### src/sv/bsp_ram.sv
`default_nettype none

module bsp_ram #(
    parameter int WIDTH = 8,
    parameter int DEPTH = 64
) (
    input  wire logic                     clk,
    input  wire logic                     we,
    input  wire logic [$clog2(DEPTH)-1:0] waddr,
    input  wire logic [WIDTH-1:0]         wdata,
    input  wire logic                     re,
    input  wire logic [$clog2(DEPTH)-1:0] raddr,
    output logic      [WIDTH-1:0]         rdata
);

    logic [WIDTH-1:0] mem [DEPTH];
    logic [WIDTH-1:0] rdata_reg;

    always_ff @(posedge clk)
    begin
        if (we)
        begin
            mem[waddr] <= wdata;
        end
        if (re)
        begin
            rdata_reg <= mem[raddr];
        end
    end

    assign rdata = rdata_reg;

endmodule

`default_nettype wire

### config.mk
export PLATFORM = sky130hd
export DESIGN_NAME = bsp_ram
export DESIGN_NICKNAME = d
export VERILOG_FILES = /design/src/sv/bsp_ram.sv
export SDC_FILE = /design/constraint.sdc
export NUM_CORES = 1
export LEC_CHECK = 0
export BUFFER_PORTS_ARGS = -buffer_cell sky130_fd_sc_hd__buf_2
export CORE_MARGIN = 5
export CORE_UTILIZATION = 37
export CTS_BUF_LIST = sky130_fd_sc_hd__clkbuf_4
export DETAILED_ROUTE_END_ITERATION = 10
export GPL_TIMING_DRIVEN = 0
export MAX_ROUTING_LAYER = met4
export SLEW_MARGIN = 20
export SYNTH_ARGS = -nofsm -noshare
export SYNTH_HDL_FRONTEND = slang
export SYNTH_SLANG_ARGS = --single-unit
### constraint.sdc
create_clock -name clk -period 2.5 [get_ports clk]
set_clock_uncertainty 0.2 [all_clocks]
set_input_delay 0.25 -clock clk [delete_from_list [all_inputs] [get_ports clk]]
set_output_delay 0.25 -clock clk [all_outputs]
set_load 0.01 [all_outputs]
==> summary.txt <==
PortBufs -> 22
CTS Buf Count -> 135
syn_nets -> 963
detailed-placement wirelength estimate -> 32.4 mm
reg2reg setup slack -> 0.07 ns
average wire per standard cell -> 26.4 um
Mean Syn Cell Area -> 21.5 um2
net switching fraction of the power -> 0.222
Worst Path Class, Setup -> in2reg
die area -> 59500 um2
maximum number of pins on one net before global-route repair -> 65
insertion delay of the later-clocked pin in the worst-skew pair -> 0.83 ns
WHS Endpoint -> mem[57][3]
number of H-tree levels -> 4
total placed instance area -> 21400 um2
Max Fanout on Critical Path -> 8
setup repair after global routing missed its margin -> true
cell row count -> 85
sequential cell area fraction in the yosys report -> 0.771
Comb power frac -> 0.058
power spent charging and discharging nets -> 3.94 mW
final setup violating endpoints -> 27
worst hold path stage count -> 3
commonest non-fill, non-tap cell in the layout -> edfxtp_1
failing checks -> negative setup slack
shortest clock period the worst path allows after layout -> 2.57 ns
list of cells traversed by the critical path -> dlygate4sd3_1 -> clkbuf_1 -> nor2b_1 -> nand3_1 -> nor2_1
clock network fraction of total power -> 0.396
startpoint of the lowest-slack register-to-register path -> mem[29][4]
clock slew at the register clock pins of the worst setup and hold paths -> 0.07 ns
top cells by area in the synthesized netlist -> edfxtp_1 77%, mux4_2 14%, nor2_1 1.5%
element type at the critical path end -> register
Min-Delay Path Class -> in2reg
post-synth top area share -> 0.771
synth unique cells -> 39
largest stage delay on the critical path -> 0.93 ns
Max Buffers Root-to-Sink -> 3
count of buffering cells on the critical path with inverters included -> 2
placer congestion estimate -> 0.915
Ys Warns -> 0
required time of the critical path -> 2.70 ns
worst r2r path cells -> 5
I/O pins -> 31
startpoint types -> input pin
Tightest Pin Transition -> 0.965 ns
Root Buffer Master -> clkbuf_4
number of cells in the finished layout apart from fillers -> 1905
share of layout cells above drive strength 1 -> 0.337
upper clock frequency limit -> 388 MHz
part of the total power dissipated in sequential elements -> 0.546
Mapped Cells -> 940
Leakage Power -> 7.35 nW
clock tree sinks -> 520
vias in the first global route -> 10800
capture instance of the worst register-to-register path -> rdata[4]
first-iteration detailed-routing DRC count -> 1116
DRC -> 0
Final Cell Area -> 23200 um2
clock tree from TritonCTS -> done
Slew Viols, Final -> 0
Initial Util -> 0.375
leading cell types in the layout, fill and taps excluded -> 520 x edfxtp_1, 189 x clkbuf_4, 126 x mux4_2
worst-case setup margin in the final layout -> -0.0744 ns
Hold Path Origin -> waddr[5]
MaxCap Viol Count -> 0
router iterations before antenna repair -> 5
Final ANT Viol Nets -> 0
Vert. Die Dim -> 244 um
grt total ovfl -> 0
core area -> 54000 um2
internal power of the cells -> 13.8 mW
GRT Util Overall -> 0.175
flip-flop count of the largest register after layout -> 512
total of flip-flops plus latches after synthesis -> 520
detailed-route wire length -> 50.4 mm
signed area change from the synthesized netlist to the final layout -> 14.6%
Final Hold Fails -> 0
result of the run -> finished, violations left
post-CTS setup-driven buffer insertion count -> 0
Final nets -> 1145
number of placed instances, taps included -> 1664
total power per unit cell area -> 764 nW/um2
Tcrit/Tclk final -> 1.03
leading area contributor after synthesis -> edfxtp_1
arrival time at the worst endpoint -> 2.78 ns
gate family responsible for the most delay along the worst path -> simple AND/OR/NAND/NOR gates
average vias per placed instance -> 5.49
die width -> 244 um
maximum resistive drop on vdd -> 255 uV
via count of the routed design -> 10500
wire length of the first global-routing pass -> 72.9 mm
worst slew margin relative to its limit -> 0.354
initial antenna violation count -> 1
area of the mapped netlist -> 20200 um2
cell at the slowest stage of the critical path -> nor2_1
layer usage:
layer	GRT usage	wire length [um]	up-vias
met3	0.0475	4270	86
met4	0.0619	1280	0
met1	0.234	21200	5472
met5	-	0	-
met2	0.260	23600	505
li1	-	-	4389
cell families (layout without fill, tap and decap cells):
kind of cell    after synthesis  in the layout  share of synthesized area
compound gates               54             54                     0.0206
buf+inv                      51            319                     0.0156
flops                       520            520                      0.771
mux                         162            162                      0.159
other cells                   0              1                          0
simple gates                153            153                     0.0337
how the worst max path moves through the flow:
| stage | start | end | slack (ns) | depth (start not counted) |
|---|---|---|---|---|
| final | waddr[2] | mem[45][1] | -0.07 | 5 |
| after global routing | waddr[2] | mem[21][1] | -0.07 | 5 |
| after CTS | raddr[1] | rdata[5] | 0.02 | 9 |
| after floorplan | raddr[1] | rdata[3] | 0.24 | 7 |
| after detailed placement | raddr[2] | rdata[5] | -1.18 | 7 |
| after global placement | raddr[2] | rdata[5] | -0.98 | 7 |
Yosys cell counts (all sizes together):
master   instances
a2111oi          2
a211oi           4
a21oi            3
a221oi           6
a22oi            3
a31oi            1
and2             1
buf             34
clkbuf          17
edfxtp         520
mux2            13
mux2i           23
mux4           126
nand2           19
nand2b           7
nand3           13
nand3b           3
nand4            2
nand4b           1
nor2            83
nor2b           14
nor3             7
nor4             2
o2111ai          3
o21a             2
o21ai            4
o221a            2
o221ai           8
o22ai            8
o2bb2ai          3
o311ai           1
o32ai            2
o41ai            2
or3              1
power groups by stage:
stage | clock, mW | sequential, mW | combinational [mW]
global placement | 0 | 9.87 | 0.951
detailed placement | 0 | 9.87 | 0.996
CTS | 7.19 | 9.68 | 1.02
global route | 7.70 | 9.68 | 1.08
finish | 7.03 | 9.68 | 1.03
floorplan | 0 | 9.87 | 0.515
repair_timing:
action	CTS	global route
hold buffers	14	3
endpoints found under the setup margin	5	55
hold endpoints to repair	397	192
resized for setup	6	7
through the flow:
stage	util	setup slack [ns]	setup TNS (ns)	total power [mW]	hold slack, ns
global route	0.430	-0.0687	-1.14	18.5	0.0468
floorplan	-	0.244	0	10.4	0.149
finish	0.430	-0.0744	-0.902	17.7	0.0802
CTS	0.429	0.0220	0	17.9	0.00358
detailed placement	0.395	-1.18	-74.80	10.9	0.405
global placement	0.393	-0.976	-42.89	10.8	0.387
worst register-to-register path: stages, from the launching register on:
cell	delay, ns
edfxtp_1	0.35
mux4_2	0.46
mux2_2	0.30
o221a_2	0.28
nor3_1	0.30
o32ai_1	0.21
area by class of cell:
cell class | count | area [um2]
fill | 4726 | 30800
sequential | 520 | 15600
buffer | 51 | 329
antenna | 1 | 2.50
timing repair buffer | 45 | 415
multi-input combinational | 369 | 4350
clock inverter | 35 | 211
clock buffer | 188 | 1410
tap | 696 | 871
Note: power is estimated with default switching activity, not from simulation.
