File: config.mk
export PLATFORM = sky130hd
export DESIGN_NAME = bsp_mul
export DESIGN_NICKNAME = d
export VERILOG_FILES = /design/src/sv/bsp_pkg.sv /design/src/sv/bsp_mul.sv
export SDC_FILE = /design/constraint.sdc
export NUM_CORES = 2
export LEC_CHECK = 0
export BUFFER_PORTS_ARGS = -buffer_cell sky130_fd_sc_hd__buf_2
export CORE_MARGIN = 1.5
export CORE_UTILIZATION = 50
export CTS_BUF_LIST = sky130_fd_sc_hd__clkbuf_8
export CTS_CLUSTER_DIAMETER = 80
export DETAILED_ROUTE_END_ITERATION = 10
export PLACE_DENSITY = 0.69
export RECOVER_POWER = 50
export SYNTH_ARGS = -nofsm -noshare
export SYNTH_HDL_FRONTEND = slang
export SYNTH_SLANG_ARGS = --single-unit
File: constraint.sdc
create_clock -name clk -period 13.32 [get_ports clk]
set_clock_uncertainty 0.2 [all_clocks]
set_input_delay 3.33 -clock clk [delete_from_list [all_inputs] [get_ports clk]]
set_output_delay 3.33 -clock clk [all_outputs]
set_load 0.01 [all_outputs]
File: src/sv/bsp_pkg.sv
`default_nettype none

package bsp_pkg;

    localparam int MAX_SEGS  = 64;
    localparam int SEG_AW    = $clog2(MAX_SEGS);
    localparam int CNT_W     = $clog2(MAX_SEGS + 1);

    localparam int COORD_W   = 32;
    localparam int DELTA_W   = COORD_W + 1;
    localparam int MUL_W     = 35;
    localparam int PROD_W    = 2 * MUL_W;
    localparam int SIDE_W    = 68;
    localparam int SQ_W      = 68;
    localparam int SQ_ITER   = SQ_W / 2;
    localparam int ROOT_W    = SQ_W / 2;
    localparam int REM_W     = ROOT_W + 2;
    localparam int LEN_W     = 32;
    localparam int LO_W      = 34;
    localparam int LPROD_W   = LEN_W + LO_W;
    localparam int WIDE_W    = LPROD_W + LO_W;
    localparam int LIM_SHIFT = 17;

    localparam int SW_W      = 8;
    localparam logic [SW_W-1:0] SW_RESET = 8'd17;
    localparam int COST_W    = SW_W + CNT_W + 1;
    localparam int DIF_W     = CNT_W + 2;
    localparam int IDX_W     = 6;
    localparam int OCOST_W   = 16;
    localparam int TDATA_IN_W  = 4 * COORD_W;
    localparam int TDATA_OUT_W = 24;

    localparam logic [SIDE_W-1:0] NEAR_EPS = SIDE_W'(429496);

    typedef struct packed {
        logic                      diag;
        logic [LEN_W-1:0]          len;
        logic signed [COORD_W-1:0] ey;
        logic signed [COORD_W-1:0] ex;
        logic signed [COORD_W-1:0] sy;
        logic signed [COORD_W-1:0] sx;
    } seg_rec_t;

    localparam int REC_W = $bits(seg_rec_t);

    typedef enum logic [1:0] {
        CLS_RIGHT,
        CLS_LEFT,
        CLS_SPLIT
    } cls_t;

    typedef enum logic [4:0] {
        ST_IDLE,
        ST_LD_DIFF,
        ST_LD_SQ0,
        ST_LD_SQ1,
        ST_LD_SQ2,
        ST_LD_ROOT,
        ST_LD_WR,
        ST_S_INIT,
        ST_P_RD,
        ST_P_LAT,
        ST_C_RD,
        ST_C_LAT,
        ST_A0,
        ST_A1,
        ST_B0,
        ST_B1,
        ST_D0,
        ST_D1,
        ST_E0,
        ST_L0,
        ST_L1,
        ST_L2,
        ST_L3,
        ST_L4,
        ST_K,
        ST_P_END,
        ST_DONE
    } state_t;

endpackage

`default_nettype wire

File: src/sv/bsp_mul.sv
`default_nettype none

module bsp_mul (
    input  wire logic                               clk,
    input  wire logic signed [bsp_pkg::MUL_W-1:0]   a,
    input  wire logic signed [bsp_pkg::MUL_W-1:0]   b,
    output logic signed      [bsp_pkg::PROD_W-1:0]  p
);

    logic signed [bsp_pkg::PROD_W-1:0] prod_reg;

    always_ff @(posedge clk)
    begin
        prod_reg <= a * b;
    end

    assign p = prod_reg;

endmodule

`default_nettype wire

==> impl_metrics.tcl <==
set metrics [dict create \
    status "complete, but fails checks" \
    violations "DRC, capacitance limit, slew limit" \
    cts_resized 0 \
    synth_top_family_by_area "adder cells" \
    grt-ovfl-total 0 \
    fmax_mhz 84.8 \
    cp.required_ps 13460 \
    largest_register_ffs 70 \
    syn-cell-area_um2 44800 \
    min_period_ps 11790 \
    cts_tree "done" \
    hp-class "input port to flop" \
    clk_pin_slew_worst_paths_ps 80 \
    rsz0062_at_grt "false" \
    cts_root_buffer "clkbuf_8" \
    drt-total-wl_um 113000 \
    routed-via-count 30400 \
    die_height_um 302 \
    place_congestion 0.898 \
    final_cell_mix "fa_1 (1310), inv_1 (1158), and2_1 (667), nand2_1 (569), ha_1 (207)" \
    synth_cells 4671 \
    hold_buffers 0 \
    fin_crit_sh 0.885 \
    first_pass_iters 8 \
    hold_path_depth 2 \
    layout.nets 6178 \
    setup_viol 0 \
    slew_headroom -0.398 \
    end_kind "flop" \
    startpoint_type "input port" \
    final.setup.tns_ps 0 \
    grt_max_degree 36 \
    path_class "input port to flop" \
    synth-xor-area-share 0.0154 \
    grt_pass1_wl_um 184000 \
    hpwl_um 95600 \
    cp_common_cell "fa_1" \
    slew_violations 36 \
    max_cap_violations 1 \
    n_fill_cell 8182 \
    hold_viol 0 \
    syn-num-nets 6260 \
    placed_cells 5743 \
    cp_slowest_cell "clkbuf_1" \
    syn2layout_area_growth_pct 2.98 \
    preCtsSetupSlack_ps 1300 \
    drc 4 \
    layout.cells.non_filler 5757 \
    grtUsageTotal 0.263 \
    port-buffer-count 140 \
    final_common_cell "fa_1" \
    synthAdderAreaFrac 0.643 \
    die_w_um 302 \
    cp_max_fo 35 \
    muxShareOfSynthArea 0 \
    clock_sinks 70 \
    ys_seq_area_frac 0.0313 \
    setup_ws_ps 1530 \
    drt-initial-drc-count 1748 \
    viasPerCell 5.29 \
    cpPeakStageDelay_ps 1460 \
    worst_setup_path_startpoint "a[0]" \
    postCtsSetupRepairBufs 0 \
    synth_edf_count 0 \
    ys_ff_latch 70 \
    synthArstFlopShare 0 \
    antenna_left 0 \
    worstMarginPinSlew_ps 2100 \
    synth_cell_type_count 71 \
    die_area_um2 91500 \
    grt_pass1_vias 33900 \
    worstPathCellList "clkbuf_1 -> nand2b_1 -> fa_1 -> fa_1 -> inv_1 -> fa_1 -> fa_1 -> fa_1 -> fa_1 -> fa_1 -> inv_1 -> fa_1 -> inv_1 -> ha_1 -> nand4_1 -> or4_1 -> o211ai_1 -> a21o_1 -> a31oi_1 -> o21a_1 -> o21ai_1 -> xor2_1" \
    antenna_cells 0 \
    yosys_warnings 0 \
    crit_path_end "p[68]" \
    cts_max_path_buffers 2 \
    syn_avg_cell_area_um2 9.60 \
    num_io_pins 141 \
    synth_compound_area_frac 0.0335 \
    core_um2 88600 \
    final_area_um2 46200 \
    grt_antenna_before_repair 5 \
    num_rows 109 \
    arrival_ps 11930 \
    start_util 0.506 \
    drive_gt1_frac 0.0279 \
    wire_per_inst_um 19.7 \
    synth-simple-area-share 0.156 \
    synth_flop_cell "dfxtp_1" \
    dpl_cell_area_um2 46100 \
    numCtsBuffers 9 \
    ctsHtreeMaxLevel 3 \
]
[worst max-delay path, delay by kind of cell]
family                   cells  cell delay (ps)
adder cells (fa/ha/maj)      9             4380
buffers and inverters        4             1630
AO/OA/AOI/OAI                5             1320
AND/OR/NAND/NOR              3             1110
XOR/XNOR                     1              140
[cell type report]
type / count / area, um^2 / share of cell area
sequential: 70 / 1400 / 0.0303
clock buffer: 9 / 124 / 0.00268
clock inverter: 5 / 52.6 / 0.00114
inverter: 1159 / 4350 / 0.0942
tap: 1165 / 1460 / 0.0316
multi-input combinational: 3191 / 38000 / 0.824
timing repair buffer: 158 / 749 / 0.0162
[per-stage QoR]
step / util / hold slack, ps
floorplan: - / 3260
global placement: 0.520 / 3520
detailed placement: 0.520 / 3520
CTS: 0.522 / 3300
global route: 0.521 / 3320
finish: 0.521 / 3300
[cells by family (layout without fill, tap and decap cells)]
kind of cell    count (synthesis)  after routing
simple gates                 1365           1365
compound gates                229            229
fa+ha+maj                    1518           1518
flops                          70             70
buf+inv                      1410           1331
xor+xnor                       79             79
[synth_stat cells, types with 3 or more instances]
| cell | n | area share |
|---|---|---|
| fa_1 | 1311 | 0.59 |
| inv_1 | 1158 | 0.097 |
| and2_1 | 667 | 0.093 |
| nand2_1 | 569 | 0.048 |
| clkbuf_1 | 230 | 0.019 |
| ha_1 | 207 | 0.058 |
| a21oi_1 | 75 | 0.0084 |
| dfxtp_1 | 70 | 0.031 |
| xnor2_1 | 54 | 0.011 |
| nor2_1 | 52 | 0.0044 |
| a21o_1 | 38 | 0.0064 |
| o21ai_0 | 32 | 0.0036 |
| xor2_1 | 25 | 0.0049 |
| nand4_1 | 16 | 0.0022 |
| nand2b_1 | 15 | 0.0021 |
| o21ai_1 | 13 | 0.0015 |
| o21bai_1 | 12 | 0.0020 |
| and3_1 | 11 | 0.0015 |
| o21a_1 | 9 | 0.0015 |
| a31oi_1 | 8 | 0.0011 |
| buf_4 | 8 | 0.0013 |
| buf_6 | 8 | 0.0020 |
| nand3_1 | 7 | 0.00078 |
| nor2b_1 | 5 | 0.00070 |
| o211ai_1 | 5 | 0.00084 |
| a211o_1 | 3 | 0.00059 |
| a211oi_1 | 3 | 0.00050 |
| and4_1 | 3 | 0.00059 |
| buf_1 | 3 | 0.00025 |
| o21ai_2 | 3 | 0.00059 |
[worst min path at each step]
stage | from | to
floorplan | b[0] | p[0]
global placement | p[23] | p[23]
detailed placement | p[65] | p[65]
CTS | b[0] | p[0]
global route | b[0] | p[0]
finish | b[0] | p[0]
[metal layers]
layer / up-vias / track usage / wire length [um]
met1: 16200 / 0.315 / 41600
met3: 256 / 0.0285 / 5020
met4: 4 / 0.108 / 5300
met2: 929 / 0.481 / 61200
met5: - / 0 / 24
li1: 13100 / - / -
Power is not shown: default switching activity piles up to over one toggle a cycle in this logic, so the estimate is an artifact.
