### config.mk
export PLATFORM = sky130hd
export DESIGN_NAME = bsp_isqrt
export DESIGN_NICKNAME = d
export VERILOG_FILES = /design/src/sv/bsp_pkg.sv /design/src/sv/bsp_isqrt.sv
export SDC_FILE = /design/constraint.sdc
export NUM_CORES = 1
export LEC_CHECK = 0
export BUFFER_PORTS_ARGS = -buffer_cell sky130_fd_sc_hd__buf_2
export CELL_PAD_IN_SITES_DETAIL_PLACEMENT = 0
export CELL_PAD_IN_SITES_GLOBAL_PLACEMENT = 1
export CORE_AREA = 4 4 145 147
export DETAILED_ROUTE_END_ITERATION = 10
export DIE_AREA = 0 0 149 151
export GPL_ROUTABILITY_DRIVEN = 0
export PLACE_DENSITY_LB_ADDON = 0.1
export SETUP_SLACK_MARGIN = 0.3
export SKIP_LAST_GASP = 1
export SLEW_MARGIN = 20
export SYNTH_ARGS = -nofsm -noshare
export SYNTH_HDL_FRONTEND = slang
export SYNTH_SLANG_ARGS = --single-unit
### constraint.sdc
create_clock -name clk -period 2.7 [get_ports clk]
set_clock_uncertainty 0.05 [all_clocks]
set_input_delay 0.405 -clock clk [delete_from_list [all_inputs] [get_ports clk]]
set_output_delay 0.405 -clock clk [all_outputs]
set_load 0.01 [all_outputs]
### src/sv/bsp_pkg.sv
`default_nettype none

package bsp_pkg;

    localparam int MAX_SEGS  = 64;
    localparam int SEG_AW    = $clog2(MAX_SEGS);
    localparam int CNT_W     = $clog2(MAX_SEGS + 1);

    localparam int COORD_W   = 32;
    localparam int DELTA_W   = COORD_W + 1;
    localparam int MUL_W     = 35;
    localparam int PROD_W    = 2 * MUL_W;
    localparam int SIDE_W    = 68;
    localparam int SQ_W      = 68;
    localparam int SQ_ITER   = SQ_W / 2;
    localparam int ROOT_W    = SQ_W / 2;
    localparam int REM_W     = ROOT_W + 2;
    localparam int LEN_W     = 32;
    localparam int LO_W      = 34;
    localparam int LPROD_W   = LEN_W + LO_W;
    localparam int WIDE_W    = LPROD_W + LO_W;
    localparam int LIM_SHIFT = 17;

    localparam int SW_W      = 8;
    localparam logic [SW_W-1:0] SW_RESET = 8'd17;
    localparam int COST_W    = SW_W + CNT_W + 1;
    localparam int DIF_W     = CNT_W + 2;
    localparam int IDX_W     = 6;
    localparam int OCOST_W   = 16;
    localparam int TDATA_IN_W  = 4 * COORD_W;
    localparam int TDATA_OUT_W = 24;

    localparam logic [SIDE_W-1:0] NEAR_EPS = SIDE_W'(429496);

    typedef struct packed {
        logic                      diag;
        logic [LEN_W-1:0]          len;
        logic signed [COORD_W-1:0] ey;
        logic signed [COORD_W-1:0] ex;
        logic signed [COORD_W-1:0] sy;
        logic signed [COORD_W-1:0] sx;
    } seg_rec_t;

    localparam int REC_W = $bits(seg_rec_t);

    typedef enum logic [1:0] {
        CLS_RIGHT,
        CLS_LEFT,
        CLS_SPLIT
    } cls_t;

    typedef enum logic [4:0] {
        ST_IDLE,
        ST_LD_DIFF,
        ST_LD_SQ0,
        ST_LD_SQ1,
        ST_LD_SQ2,
        ST_LD_ROOT,
        ST_LD_WR,
        ST_S_INIT,
        ST_P_RD,
        ST_P_LAT,
        ST_C_RD,
        ST_C_LAT,
        ST_A0,
        ST_A1,
        ST_B0,
        ST_B1,
        ST_D0,
        ST_D1,
        ST_E0,
        ST_L0,
        ST_L1,
        ST_L2,
        ST_L3,
        ST_L4,
        ST_K,
        ST_P_END,
        ST_DONE
    } state_t;

endpackage

`default_nettype wire

### src/sv/bsp_isqrt.sv
`default_nettype none

module bsp_isqrt (
    input  wire logic                        clk,
    input  wire logic                        rst_n,
    input  wire logic                        start,
    input  wire logic [bsp_pkg::SQ_W-1:0]    rad,
    output logic                             done,
    output logic      [bsp_pkg::ROOT_W-1:0]  root
);

    localparam int IT_W = $clog2(bsp_pkg::SQ_ITER);

    logic [bsp_pkg::SQ_W-1:0]   rad_reg;
    logic [bsp_pkg::REM_W-1:0]  rem_reg;
    logic [bsp_pkg::ROOT_W-1:0] root_reg;
    logic [IT_W-1:0]            it_reg;
    logic                       busy_reg;
    logic                       done_reg;

    logic [bsp_pkg::REM_W-1:0]  rem_sh;
    logic [bsp_pkg::REM_W-1:0]  trial;
    logic                       take;

    // one result bit per cycle, restoring digit method
    assign rem_sh = {rem_reg[bsp_pkg::REM_W-3:0], rad_reg[bsp_pkg::SQ_W-1 -: 2]};
    assign trial  = {root_reg, 2'b01};
    assign take   = (rem_sh >= trial);

    always_ff @(posedge clk or negedge rst_n)
    begin
        if (!rst_n)
        begin
            busy_reg <= 1'b0;
            done_reg <= 1'b0;
        end
        else
        begin
            done_reg <= 1'b0;
            if (start)
            begin
                busy_reg <= 1'b1;
            end
            else if (busy_reg && (it_reg == '0))
            begin
                busy_reg <= 1'b0;
                done_reg <= 1'b1;
            end
        end
    end

    always_ff @(posedge clk)
    begin
        if (start)
        begin
            rad_reg  <= rad;
            rem_reg  <= '0;
            root_reg <= '0;
            it_reg   <= IT_W'(bsp_pkg::SQ_ITER - 1);
        end
        else if (busy_reg)
        begin
            rad_reg  <= {rad_reg[bsp_pkg::SQ_W-3:0], 2'b00};
            rem_reg  <= take ? (rem_sh - trial) : rem_sh;
            root_reg <= {root_reg[bsp_pkg::ROOT_W-2:0], take};
            it_reg   <= it_reg - 1'b1;
        end
    end

    assign done = done_reg;
    assign root = root_reg;

endmodule

`default_nettype wire

==> flow_summary.toml, run 1 <==
[timing]
rsz0062_at_grt = "true"
fmax_mhz = 350
final-setup-viol-count = 28
fin_ws_ps = -155
hold_viol = 0
min_period_ps = 2860
finalSetupTns_ps = -1690
tightest_slew_ps = 794
drv_slew = 0
slew_headroom = 0.470
period_share = 1.06

[power_and_ir_drop]
p_sw_frac = 0.388
peakVddDrop_mv = 0.582
switchingPower_mw = 5.34
p_clk_frac = 0.169
power_density_nw_per_um2 = 1210
p_leak_nw = 4.97
p_int_mw = 8.42
power_frac_seq = 0.213
combPwrFrac = 0.619

[die]
die_w_um = 149
fp-row-count = 52
die-area_um2 = 22500
die_y_um = 151
pin_count = 106
start_util = 0.400
core_area_um2 = 19900

[placed_design]
io_buffers = 105
dp_slack_ps = -60.5
dpl_cell_area_um2 = 9690
hpwl_mm = 14.4

[final_layout]
drive_gt1_frac = 0.484
largest_reg_flops = 68
utilization = 0.572
antenna_cells = 0
nets = 1133
stdcell_area_um2 = 11400
area_growth_pct = 43.0

[worst_setup_path]
cp_max_fo = 7
arrival_ps = 3140
worst_setup_path_start_kind = "flop"
path_class = "reg2reg"
crit_required_ps = 2990
reg2reg_slack_ps = -160
rr_endpoint = "rem_reg[31]"
reg2regPathDepth = 8
crit_path_end = "rem_reg[31]"
cp-end-kind = "flop"
cp-startpoint = "rem_reg[16]"
r2r-start = "rem_reg[16]"

[synthesis]
syn_nets = 911
synth-main-ff-cell = "dfxtp_1"
ys_ff_latch = 144
yosysSeqAreaShare = 0.449
syn_area_um2 = 7970
syn_inst = 803
async_flop_share = 0.0139
yosysWarnings = 0
synth-edff-count = 68
yosysUniqueCellTypes = 64
avgSynthCellArea_um2 = 9.92

[global_route]
grt_pass1_vias = 7102
grt_max_degree = 61
antenna_found_initial = 1
grt_overflow_total = 0
grt_pass1_wl_mm = 34.6
grt_usage = 0.190

[cts]
insertion_delay_ps = 430
numCtsBuffers = 17
cts_buffer_depth = 2
h-tree-depth = 4
clk_pin_slew_ps = 70
cts_sinks = 144
cts_tree = "yes"
clock-root-buffer = "clkbuf_16"

[drt]
antenna_left = 0
drt_pass1_iterations = 5
drc_errors = 0
drt-initial-drc-count = 349
viasPerCell = 5.22
wl_per_cell_um = 16.3
num_vias = 6824
totalWireLength_mm = 21.3

[run_status]
violations = "setup timing"
status = "finished with violations"

[worst_hold_path]
hold_path_class = "in2reg"
worstHoldStart = "rad[1]"

[flow_run]
maxCapViolCount = 0
how the worst min path moves through the flow:
stage / cells after the start / endpoint
2_1_floorplan: 0 / busy_reg
3_3_place_gp: 1 / done
3_5_place_dp: 1 / done
4_1_cts: 2 / rad_reg[1]
5_1_grt: 2 / rad_reg[45]
6_report: 2 / rad_reg[1]
metal layers:
layer | vias to the layer above | GRT usage | wire length, um | share of wire
met5 | - | 0 | 13 | 0.00061
met3 | 41 | 0.0530 | 1290 | 0.060
met1 | 3265 | 0.232 | 9240 | 0.43
met2 | 179 | 0.323 | 10300 | 0.48
met4 | 2 | 0.0668 | 476 | 0.022
li1 | 3337 | - | - | -
area by class of cell:
class | instances | area [um^2]
Fill cell | 1812 | 8520
Multi-Input combinational cell | 570 | 4830
Sequential cell | 144 | 3610
Clock inverter | 14 | 145
Inverter | 45 | 173
Tap cell | 270 | 338
Clock buffer | 17 | 425
Timing Repair Buffer | 247 | 1880
cells by family after synthesis:
family,count (synthesis),synth area share
AOI/OAI and AO/OA,149,0.137
buffers and inverters,89,0.0449
xor gates and xnor gates,28,0.0308
and+or+nand+nor,255,0.143
DFF,144,0.449
adders and majority gates,37,0.0581
muxes,101,0.137
critical path, cell delays in order (launching register included):
cell and delay [ps]:
dfxtp_1 370, ha_2 410, nand3_1 140, or3_4 420, nor4_4 280, o31a_2 230, nor2_4 80, or4_4 540
a311oi_2 250
what timing repair did:
action | CTS | global route
cloned | 5 | 1
gates resized for setup | 98 | 61
buffers inserted | 23 | 7
endpoints found under the setup margin | 35 | 35
pin swaps | 56 | 43
hold buffers | 1 | 0
endpoints found under the hold margin | 2 | 0
cells in the final DEF, fill, tap and decap left out, types with 23 or more instances in the layout:
master	netlist	final
mux2i_1	35	35
dfxtp_2	0	24
nor2_1	88	84
edfxtp_1	68	68
a21oi_1	40	23
inv_1	45	38
dfxtp_1	74	50
buf_2	10	104
mux2_2	66	66
buf_4	3	110
nand2_1	90	66
cells in the mapped netlist (18+ instances only):
cell type,count,area (um^2)
clkbuf_1,24,90.1
a311oi_1,26,228
a21oi_1,40,200
o21ai_0,25,125
ha_1,37,463
inv_1,45,169
mux2_2,66,743
nand2_1,90,338
xnor2_1,18,158
dfxtp_1,74,1480
mux2i_1,35,350
nor2_1,88,330
edfxtp_1,68,2040
power groups by stage:
stage               registers, mW  clock network, mW  logic (mW)
floorplan                    2.88                  0        3.95
global placement             2.92                  0        5.71
detailed placement           2.92                  0        5.77
CTS                          2.91               2.37        7.63
global route                 2.96               2.47        9.17
finish                       2.92               2.32        8.51
metrics by stage:
step	total power [mW]	hold slack, ps	cells
5_1_grt	14.6	199	1307
3_3_place_gp	8.63	141	1239
4_1_cts	12.9	193	1299
3_5_place_dp	8.70	146	1239
2_1_floorplan	6.84	59.4	803
6_report	13.8	210	1307
(Power assumes the default switching activity.)
==> inputs of run 2 (changes only) <==
--- a/config.mk
+++ b/config.mk
@@ -5,12 +5,13 @@
 export SDC_FILE = /design/constraint.sdc
 export NUM_CORES = 1
 export LEC_CHECK = 0
+export ABC_AREA = 1
 export BUFFER_PORTS_ARGS = -buffer_cell sky130_fd_sc_hd__buf_2
 export CELL_PAD_IN_SITES_DETAIL_PLACEMENT = 0
 export CELL_PAD_IN_SITES_GLOBAL_PLACEMENT = 1
-export CORE_AREA = 4 4 145 147
+export CORE_AREA = 4 4 154 156
 export DETAILED_ROUTE_END_ITERATION = 10
-export DIE_AREA = 0 0 149 151
+export DIE_AREA = 0 0 158 160
 export GPL_ROUTABILITY_DRIVEN = 0
 export PLACE_DENSITY_LB_ADDON = 0.1
 export SETUP_SLACK_MARGIN = 0.3
==> run 2 against run 1 <==
The flow now finishes without violations. Register-to-register slack gained 630 ps. First-iteration DRC count grew 26%. Non-clock buffer count shrank 122. Clock-buffer cell count is the same. Clock power grew 4%. Die area grew 12%. Combinational power shrank 21%. Area after synthesis grew 4.9%. Critical path type unchanged. Highest routed layer is now met4.
==> flow_summary.toml, run 2 <==
[synthesis]
synth-main-ff-cell = "dfxtp_1"
syn_area_um2 = 8360
yosysSeqAreaShare = 0.428
syn_inst = 1196
synth-edff-count = 68
yosysTopAreaCell = "nand2_1"
yosysUniqueCellTypes = 34
synth_area_leaders = "nand2_1 24%, edfxtp_1 24%, dfxtp_1 18%"
ys_ff_latch = 144
avgSynthCellArea_um2 = 6.99
yosysWarnings = 0
synth_commonest_cells = "545 x nand2_1, 150 x inv_1, 74 x dfxtp_1"
netlist.area_leader.share = 0.245
syn_nets = 1304
async_flop_share = 0.0139
synth_most_common_cell = "nand2_1"

[timing]
drv_slew = 0
min_period_ps = 2230
tightest_slew_ps = 573
fmax_mhz = 449
fin_ws_ps = 471
period_share = 0.826
worst_hold_slack_ps = 176
final-setup-viol-count = 0
finalSetupTns_ps = 0
slew_headroom = 0.615
hold_viol = 0
rsz0062_at_grt = "true"

[worst_setup_path]
worst_setup_path_start_kind = "flop"
cp-end-kind = "flop"
arrival_ps = 2500
cp_max_fo = 10
r2r-start = "root[25]"
cp-startpoint = "root[25]"
crit_required_ps = 2970
path_class = "reg2reg"

[power_and_ir_drop]
switchingPower_mw = 5.46
power_frac_seq = 0.242
combPwrFrac = 0.558
power_density_nw_per_um2 = 1170
finalPower_mw = 12.1
peakVddDrop_mv = 0.576
p_int_mw = 6.64
p_leak_nw = 5.23
p_sw_frac = 0.451
p_clk_frac = 0.200

[die]
core_area_um2 = 22400
start_util = 0.374
die_w_um = 158
die_y_um = 160
pin_count = 106
fp-row-count = 55
die-area_um2 = 25300

[final_layout]
area_growth_pct = 23.6
stdcell_area_um2 = 10300
layout_commonest_cell = "nand2_1"
drive_gt1_frac = 0.162
final_cell_mix = "539 x nand2_1, 149 x inv_1, 105 x buf_2"
antenna_cells = 0
nets = 1413
nFillCells = 2313
largest_reg_flops = 68

[cts]
clock-root-buffer = "clkbuf_16"
cts_buffer_depth = 2
numCtsBuffers = 17
insertion_delay_ps = 430
cts_tree = "yes"
h-tree-depth = 4
cts_sinks = 144
clk_pin_slew_ps = 60

[drt]
drt_pass1_iterations = 5
num_vias = 7648
totalWireLength_mm = 23.7
drt-initial-drc-count = 441
viasPerCell = 4.77
drc_errors = 0
antenna_left = 0
wl_per_cell_um = 14.8

[global_route]
grt_usage = 0.190
grt_overflow_total = 0
grt_max_degree = 47
grt_pass1_vias = 7744
antenna_found_initial = 0
grt_pass1_wl_mm = 38.7

[worst_hold_path]
worstHoldStart = "rad[0]"
hold_path_class = "in2reg"

[flow_run]
maxCapViolCount = 0

[placed_design]
io_buffers = 105
hpwl_mm = 17.3
dp_slack_ps = 263
dpl_cell_area_um2 = 9240

[run_status]
status = "completed"
[run 2: cell count changes after synthesis, moves of 26 or more]
cell / before / now
nand3_1: 8 / 64
mux2i_1: 35 / 0
nand2_1: 90 / 545
o22ai_1: 1 / 34
mux2_2: 66 / 0
inv_1: 45 / 150
a311oi_1: 26 / 0
[run 2: what timing repair did]
item	in CTS	in global routing
gates resized for setup	2	65
pin swaps	1	1
endpoints found under the setup margin	35	35
buffers inserted	2	2
hold buffers	1	0
gates cloned	0	1
hold endpoints to repair	2	0
[run 2: critical path: stages, from the launching register on]
cell and delay, ps:
dfxtp_1 340, inv_1 100, ha_4 280, nand2_1 150, inv_1 50, nand2_1 60, and2_1 140, nand2_1 80
nand2_1 90, nand3_2 90, nor2_4 160, nand2_4 140, buf_12 170, nand2_1 70, nand2_1 50, nand2_1 60
nand2_1 50
[run 2: metal layers]
metal  wire length [um]  up-vias  global-route usage
li1                   -     3992                   -
met1              11000     3460               0.250
met2              11200      167               0.313
met3               1080       29              0.0377
met4                402        0              0.0578
met5                  0        -                   0
[run 2: area by class of cell]
type | instances | area [um^2] | share of cell area
timing repair buffer | 125 | 791 | 0.0766
inverter | 152 | 573 | 0.0555
clock buffer | 17 | 425 | 0.0412
sequential | 144 | 3570 | 0.346
tap | 285 | 357 | 0.0345
multi-input combinational | 865 | 4440 | 0.430
clock inverter | 14 | 166 | 0.0161
[run 2: through the flow]
stage | utilization | cells
detailed placement | 0.413 | 1565
global placement | 0.413 | 1565
CTS | 0.442 | 1599
global route | 0.462 | 1602
finish | 0.462 | 1602
floorplan | - | 1196
[run 2: cell families after synthesis]
family                   count (synthesis)  synth area share
XOR/XNOR                                17            0.0178
adder cells (fa/ha/maj)                 37            0.0554
buffers and inverters                  187            0.0868
AO/OA/AOI/OAI                           83            0.0572
flip-flops                             144             0.428
AND/OR/NAND/NOR                        728             0.355
[run 2: worst paths after layout]
path	endpoint	cells after the start	slack [ps]
setup / recovery	rem_reg[14]	16	470
hold / removal	rad_reg[0]	3	180
setup reg to reg	rem_reg[14]	16	470
hold reg to reg	rem_reg[32]	2	420
max in group asynchronous	busy_reg	2	2260
min in group asynchronous	done	2	240
[run 2: power groups by stage]
stage | logic (mW) | registers (mW) | clock network [mW]
2_1_floorplan | 4.44 | 2.86 | 0
3_3_place_gp | 6.02 | 2.91 | 0
3_5_place_dp | 6.01 | 2.92 | 0
4_1_cts | 6.20 | 2.88 | 2.48
5_1_grt | 7.67 | 2.96 | 2.57
6_report | 6.76 | 2.93 | 2.42
==> inputs of run 3 (changes only) <==
--- a/config.mk
+++ b/config.mk
@@ -9,9 +9,9 @@
 export BUFFER_PORTS_ARGS = -buffer_cell sky130_fd_sc_hd__buf_2
 export CELL_PAD_IN_SITES_DETAIL_PLACEMENT = 0
 export CELL_PAD_IN_SITES_GLOBAL_PLACEMENT = 1
-export CORE_AREA = 4 4 154 156
+export CORE_AREA = 4 4 147 149
 export DETAILED_ROUTE_END_ITERATION = 10
-export DIE_AREA = 0 0 158 160
+export DIE_AREA = 0 0 151 153
 export GPL_ROUTABILITY_DRIVEN = 0
 export PLACE_DENSITY_LB_ADDON = 0.1
 export SETUP_SLACK_MARGIN = 0.3
==> constraint.sdc (replaced) <==
create_clock -name clk -period 2.2 [get_ports clk]
set_clock_uncertainty 0.05 [all_clocks]
set_input_delay 0.33 -clock clk [delete_from_list [all_inputs] [get_ports clk]]
set_output_delay 0.33 -clock clk [all_outputs]
set_load 0.01 [all_outputs]
==> run 3 against run 2 <==
Final cell count rose by 2.6%. Clock power rose by 24%. Global-route usage rose by 2.4 points. Final area rose by 11%. Flip-flop and latch count did not move. Die area fell by 8.6%. Power rose by 42%. Sequential power rose by 23%. Clock-buffer cell count did not move. Maximum frequency rose by 7.4%. Critical path type unchanged. Critical endpoint is now rem_reg[25].
==> flow_summary.toml, run 3 (same netlist as run 2, synthesis figures left out) <==
[run_status]
status = "completed"

[timing]
worst_hold_slack_ps = 112
slew_headroom = 0.662
min_period_ps = 2080
drv_slew = 0
hold_viol = 0
tightest_slew_ps = 507
period_share = 0.943
fmax_mhz = 482
final-setup-viol-count = 0
finalSetupTns_ps = 0
rsz0062_at_grt = "true"

[final_layout]
drive_gt1_frac = 0.327
largest_reg_flops = 68
final_cell_mix = "478 x nand2_1, 116 x inv_1, 105 x buf_2"
area_growth_pct = 36.6
antenna_cells = 0
nets = 1468
layout_commonest_cell = "nand2_1"

[cts]
insertion_delay_ps = 430
numCtsBuffers = 17
cts_sinks = 144
cts_buffer_depth = 2
clk_pin_slew_ps = 70
clock-root-buffer = "clkbuf_16"
h-tree-depth = 4
cts_tree = "yes"

[worst_setup_path]
rr_endpoint = "rem_reg[25]"
reg2reg_slack_ps = 120
r2r-start = "root[23]"
arrival_ps = 2350
cp-startpoint = "root[23]"
reg2regPathDepth = 16
path_class = "reg2reg"
crit_required_ps = 2470
cp-end-kind = "flop"
cp_max_fo = 6
worst_setup_path_start_kind = "flop"

[worst_hold_path]
worstHoldStart = "rad[1]"
holdPathStages = 3
holdPathEnd = "rad_reg[1]"
hold_path_class = "in2reg"

[die]
die-area_um2 = 23100
die_w_um = 151
die_y_um = 153
core_area_um2 = 20200
start_util = 0.414
pin_count = 106
fp-row-count = 52

[global_route]
top_usage_layer = "met2"
grt_pass1_wl_mm = 39.4
use_met2 = 0.346
grt_usage = 0.214
use_met3 = 0.0521
grt_max_degree = 51
grt_overflow_total = 0
grt_pass1_vias = 7923
gr-usage-met1 = 0.279
antenna_found_initial = 1

[drt]
wl_per_cell_um = 14.8
totalWireLength_mm = 24.3
antenna_left = 0
drc_errors = 0
viasPerCell = 4.79
drt-initial-drc-count = 362
drt_pass1_iterations = 5
num_vias = 7862

[placed_design]
hpwl_mm = 17.6
io_buffers = 105

[power_and_ir_drop]
finalPower_mw = 17.2
power_density_nw_per_um2 = 1500
p_leak_nw = 5.64
peakVddDrop_mv = 0.710

[flow_run]
maxCapViolCount = 0
[run 3: cell types whose count changed in the layout (fill, tap and decap cells not counted), moves of 33 or more]
cell and delta:
dfxtp_1 -36, dfxtp_2 +36, buf_4 +50, inv_1 -33
nand2_2 +50, nand2_1 -61
[run 3: routing by layer]
| layer | vias up | routed length (um) |
|---|---|---|
| met5 | - | 7 |
| met4 | 2 | 599 |
| met3 | 37 | 1100 |
| met2 | 163 | 11400 |
| met1 | 3555 | 11200 |
| li1 | 4105 | - |
[run 3: layout make-up]
| class | count | area (um^2) |
|---|---|---|
| fillers | 2025 | 8750 |
| multi-input cells | 866 | 5070 |
| flip-flops and latches | 144 | 3620 |
| repair buffers | 179 | 1220 |
| inverters | 152 | 576 |
| clock buffers | 17 | 425 |
| well taps | 270 | 338 |
| clock inverters | 15 | 170 |
[run 3: worst max path at each step]
stage,endpoint,slack [ps],cells past startpoint
finish,rem_reg[25],120,16
global placement,rem_reg[13],30,12
global route,rem_reg[24],20,14
floorplan,rem_reg[24],300,14
CTS,rem_reg[25],160,15
detailed placement,rem_reg[29],20,11
[run 3: what timing repair did]
action	in CTS	in global routing
gates cloned	2	0
gates resized for setup	88	90
endpoints found under the setup margin	35	69
endpoints found under the hold margin	2	0
hold buffers	1	0
setup buffers	26	6
pin swaps	27	40
[run 3: report_power, final]
group,internal [mW],switching (mW),total (mW)
Sequential,3.28,0.329,3.61
Combinational,4.47,6.08,10.6
Clock,1.62,1.38,3.00
Total,9.37,7.79,17.2
[run 3: stage by stage]
step                instance area, um^2  setup WS [ps]  utilization  cells
global placement                   9910           29.0        0.491   1576
CTS                               11000            160        0.548   1637
finish                            11400            125        0.566   1643
detailed placement                 9910           21.8        0.491   1576
global route                      11400           20.8        0.566   1643
floorplan                          8820            301            -   1196
[run 3: critical path, cell delays in order (launching register included)]
cell and delay [ps]:
dfxtp_2 330, inv_2 50, ha_4 230, nand2_2 70, nand2_2 70, nand2_1 80, and2_4 150, nand2_2 60
nand2_2 60, nand3_2 70, nor2_4 210, nand2_8 120, buf_8 160, nand2_8 90, nand2_1 60, nand2_1 60
nand2_1 40
